[config.mk]
export PLATFORM = sky130hd
export DESIGN_NAME = idea_enc_front
export DESIGN_NICKNAME = d
export VERILOG_FILES = /design/src/sv/idea_enc_pkg.sv /design/src/sv/idea_enc_front.sv
export SDC_FILE = /design/constraint.sdc
export NUM_CORES = 1
export LEC_CHECK = 0
export BUFFER_PORTS_ARGS = -buffer_cell sky130_fd_sc_hd__buf_4
export CORE_MARGIN = 5
export CORE_UTILIZATION = 45
export CTS_CLUSTER_DIAMETER = 60
export DETAILED_ROUTE_END_ITERATION = 6
export GPL_TIMING_DRIVEN = 0
export PLACE_DENSITY = 0.7
export SYNTH_ARGS = -nofsm -noshare
export SYNTH_HDL_FRONTEND = slang
export SYNTH_SLANG_ARGS = --single-unit
[constraint.sdc]
create_clock -name clock -period 8.8 [get_ports clock]
set_input_delay 0.88 -clock clock [delete_from_list [all_inputs] [get_ports clock]]
set_output_delay 0.88 -clock clock [all_outputs]
set_load 0.05 [all_outputs]
[src/sv/idea_enc_pkg.sv]
// Shared types, constants and modular arithmetic for the IDEA encryption engine.
package idea_enc_pkg;

   localparam int ROUNDS_DEFAULT = 8;
   localparam int KEYS_PER_ROUND = 6;
   localparam int OUT_KEYS       = 4;
   localparam int WORD_W         = 16;
   localparam int BLOCK_W        = 64;
   localparam int INDEX_W        = 6;

   typedef enum logic {
      CMD_LOAD    = 1'b0,
      CMD_ENCRYPT = 1'b1
   } command_type;

   typedef struct packed {
      logic                 enc_valid;
      logic                 key_wr;
      logic [INDEX_W-1:0]   key_index;
      logic [WORD_W-1:0]    key_value;
      logic [BLOCK_W-1:0]   block;
      logic                 last;
   } dispatch_type;

   typedef struct packed {
      logic ready;
      logic busy;
   } back_status_type;

   // Product of two IDEA words, a zero word standing for 65536.
   function automatic logic [32:0] mul_wide(input logic [15:0] x, input logic [15:0] y);
      logic [16:0] a;
      logic [16:0] b;
      logic [33:0] p;
      a = (x == 16'd0) ? 17'h10000 : {1'b0, x};
      b = (y == 16'd0) ? 17'h10000 : {1'b0, y};
      p = 34'(a) * 34'(b);
      return p[32:0];
   endfunction

   // Reduce modulo 65537 via 2^16 == -1; a result of 65536 wraps to zero.
   function automatic logic [15:0] mod_reduce(input logic [32:0] p);
      logic [17:0] d;
      d = {2'b00, p[15:0]} - {1'b0, p[32:16]};
      if (d[17]) begin
         d = d + 18'd65537;
      end
      return d[15:0];
   endfunction

endpackage

[src/sv/idea_enc_front.sv]
// Input queue and dispatcher: classifies requests into key loads and block encrypts.
module idea_enc_front
   import idea_enc_pkg::*;
(
   input  logic                 clock,
   input  logic                 reset,
   input  logic                 req_push,
   output logic                 req_full,
   input  logic                 req_command,
   input  logic [INDEX_W-1:0]   req_key_index,
   input  logic [WORD_W-1:0]    req_key_value,
   input  logic [BLOCK_W-1:0]   req_plain_block,
   input  logic                 req_last_block,
   input  back_status_type      status,
   output dispatch_type         dispatch
);

   typedef struct packed {
      logic                 cmd;
      logic [INDEX_W-1:0]   idx;
      logic [WORD_W-1:0]    val;
      logic [BLOCK_W-1:0]   blk;
      logic                 last;
   } entry_type;

   entry_type  q_ff [2];
   logic       wr_ptr_ff, wr_ptr_in;
   logic       rd_ptr_ff, rd_ptr_in;
   logic [1:0] cnt_ff, cnt_in;
   logic       push, pop;
   entry_type  head;
   logic       issue_enc, issue_load;

   assign req_full = (cnt_ff == 2'd2);
   assign push     = req_push && !req_full;
   assign head     = q_ff[rd_ptr_ff];

   always_comb begin
      issue_enc  = (cnt_ff != 2'd0) && (head.cmd == CMD_ENCRYPT) && status.ready;
      // hold a load until no block is in flight, so earlier blocks keep their keys
      issue_load = (cnt_ff != 2'd0) && (head.cmd == CMD_LOAD) && !status.busy;
      pop        = issue_enc || issue_load;
      wr_ptr_in  = push ? !wr_ptr_ff : wr_ptr_ff;
      rd_ptr_in  = pop ? !rd_ptr_ff : rd_ptr_ff;
      cnt_in     = cnt_ff + 2'(push) - 2'(pop);
      dispatch.enc_valid = issue_enc;
      dispatch.key_wr    = issue_load;
      dispatch.key_index = head.idx;
      dispatch.key_value = head.val;
      dispatch.block     = head.blk;
      dispatch.last      = head.last;
   end

   always_ff @(posedge clock) begin
      if (reset) begin
         wr_ptr_ff <= 1'b0;
         rd_ptr_ff <= 1'b0;
         cnt_ff    <= 2'd0;
      end else begin
         wr_ptr_ff <= wr_ptr_in;
         rd_ptr_ff <= rd_ptr_in;
         cnt_ff    <= cnt_in;
      end
   end

   always_ff @(posedge clock) begin
      if (push) begin
         q_ff[wr_ptr_ff] <= '{cmd: req_command, idx: req_key_index, val: req_key_value,
                              blk: req_plain_block, last: req_last_block};
      end
   end

endmodule

==> flow_summary.json <==
{
  "status": "completed",
  "fin_crit_ps": 2870,
  "crit_arrival_ps": 1990,
  "cts_tree": "done",
  "dr.first_iter.drc_count": 93,
  "die_h_microns": 131,
  "synthesis.nets": 403,
  "required_ps": 7920,
  "rsz0062_at_grt": "no",
  "synth_area_leaders": "edfxtp_1 80%, mux2_2 15%, dfxtp_1 1.5%, mux2_4 0.45%, ha_1 0.38%",
  "p_sw_share_pct": 37.4,
  "stdcell_count": 708,
  "die_w_microns": 131,
  "seq_power_share_pct": 35.8,
  "ys_types": 23,
  "power_switching_mw": 1.18,
  "place_ws_ps": 6220,
  "vias": 3420,
  "period_share_pct": 32.6,
  "startpoint_type": "flip-flop",
  "ir_drop_uv": 220,
  "yosysMostFrequentCell": "edfxtp_1",
  "cts-buffers-inserted": 17,
  "synthFlopType": "edfxtp_1",
  "wl_per_cell_microns": 17.6,
  "p_total_mw": 3.16,
  "clk_latency_ps": 410,
  "drv_slew": 0,
  "post_drt_via_cell_ratio": 4.83,
  "synth_top_area_share_pct": 79.8,
  "clk_pin_slew_ps": 60,
  "grt_antenna_before_repair": 0,
  "grt_max_degree": 50,
  "max_freq_ghz": 0.348,
  "grt_pass1_wl_microns": 19400,
  "postCtsHoldBufs": 0,
  "drt_first_pass_iters": 4,
  "critical_path_class": "reg -> out",
  "dieArea_sq_um": 17200,
  "initial_core_util_pct": 45.7,
  "grt_pass1_vias": 3687,
  "post_cts_buffers": 0,
  "min-delay-start": "wr_ptr_ff",
  "powerDensity_nw_per_um2": 356,
  "ioPinCount": 183,
  "cts_sinks": 181,
  "grtUsageTotal_pct": 14.3,
  "worst_pin_slew_ps": 607,
  "worstRegToRegCells": 5,
  "synthArstFlopShare_pct": 0,
  "combPwrFrac_pct": 40.5,
  "ys_seq_area_share_pct": 81.3,
  "min_to": "wr_ptr_ff",
  "p_leak_nw": 3.34,
  "holdWs_ps": 511,
  "antenna_left": 0,
  "whs_path_depth": 2,
  "hpwl_microns": 8600,
  "yosysTopAreaCell": "edfxtp_1",
  "drive_gt1_share_pct": 59.0,
  "dp_cells": 676,
  "drt_drc_violations_left": 0,
  "synth-edff-count": 176,
  "tns_ps": 0,
  "fin_nets": 606,
  "synthTopCellsByCount": "176 x edfxtp_1, 87 x mux2_2, 5 x clkbuf_1, 5 x dfxtp_1, 5 x inv_1",
  "r2r-end": "q_ff[0][52]",
  "diodes": 0,
  "syn_area_sq_um": 6620,
  "min_path_type": "reg -> reg",
  "fin_ws_ps": 5930,
  "r2r_slack_ps": 6700,
  "clockPowerShare_pct": 23.7,
  "overflow": 0,
  "cts_resized": 0,
  "coreArea_sq_um": 14500,
  "final_cell_area_sq_um": 8870,
  "ys_seq_elements": 181,
  "gp_congestion": 0.709,
  "cts.htree.levels": 4,
  "cts_root_buf": "clkbuf_16",
  "skew_ps": 3.52,
  "maxCapViolations": 0,
  "crit_fanout": 10,
  "routed_wl_microns": 12400,
  "syn_inst": 308,
  "r2r-start": "cnt_ff[0]",
  "rows": 44,
  "place_area_sq_um": 8280,
  "syn_avg_cell_area_sq_um": 21.5,
  "internal_power_mw": 1.98,
  "hold_violations": 0,
  "end_kind": "output port",
  "setup_viol": 0,
  "clk_path_buf_depth": 2,
  "fill_cells": 1075,
  "utilization_pct": 61.3,
  "slew_headroom_pct": 59.5,
  "yosysWarnings": 0,
  "port_buffers": 182,
  "syn_to_final_growth_pct": 34.0
}
-- worst max-delay path by stage --
| stage | endpoint | slack (ps) | startpoint |
|---|---|---|---|
| finish | dispatch[72] | 5930 | flip-flop |
| global route | dispatch[57] | 5810 | flip-flop |
| CTS | dispatch[63] | 5870 | flip-flop |
| detailed placement | q_ff[0][49] | 6220 | req_push |
| global placement | q_ff[1][49] | 4170 | req_push |
| floorplan | q_ff[1][0] | 5370 | req_push |
-- sequential cells by signal (all words and copies together) (netlist names), named ones only --
signal	cells
q_ff	176
wr_ptr_ff	1
cnt_ff	2
rd_ptr_ff	1
-- cell type report --
cell class / instances / area [sq um] / area share [%]
sequential: 181 / 5390 / 60.7
timing repair buffer: 184 / 1420 / 16.0
multi-input combinational: 110 / 1160 / 13.0
clock buffer: 20 / 437 / 4.92
tap: 184 / 230 / 2.59
clock inverter: 12 / 155 / 1.75
buffer: 12 / 65.1 / 0.733
inverter: 5 / 21.3 / 0.240
-- cell families after synthesis --
kind of cell             synth area share [%]
AO/OA/AOI/OAI                           0.340
XOR/XNOR                                0.132
flip-flops                               81.3
AND/OR/NAND/NOR                         0.964
multiplexers                             15.6
buffers and inverters                    1.27
adder cells (fa/ha/maj)                 0.378
-- critical path: stages (launching register included) --
cell     delay [ps]
dfxtp_1         320
buf_6           140
buf_2           250
buf_2           300
mux2_2          370
buf_4           190
-- placed cells by master, fill, tap and decap left out, drive strengths merged --
master	netlist	routed
buf	7	191
edfxtp	176	176
mux2	91	91
clkbuf	5	25
inv	5	6
dfxtp	5	5
clkinv	0	5
nor2b	3	3
nor2	3	3
bufinv	0	3
clkinvlp	0	3
o21ai	2	2
ha	2	2
nand2b	1	1
nand2	1	1
o21bai	1	1
and3	1	1
or3	1	1
a21oi	1	1
xor2	1	1
and2	1	1
nor3	1	1
-- per-layer routing --
layer	track usage, %	vias up	wire length (microns)
met4	5.77	0	204
met1	15.8	1675	4830
met3	5.73	19	965
met5	0	-	0
li1	-	1607	-
met2	24.7	119	6430
-- power by group through the flow --
stage               Clock, mW  Sequential (mW)  Combinational, mW
floorplan                   0             1.15              0.918
CTS                     0.771             1.13               1.30
finish                  0.749             1.13               1.28
global route            0.808             1.14               1.34
global placement            0             1.16               1.27
detailed placement          0             1.15               1.29
(Power assumes the default switching activity.)
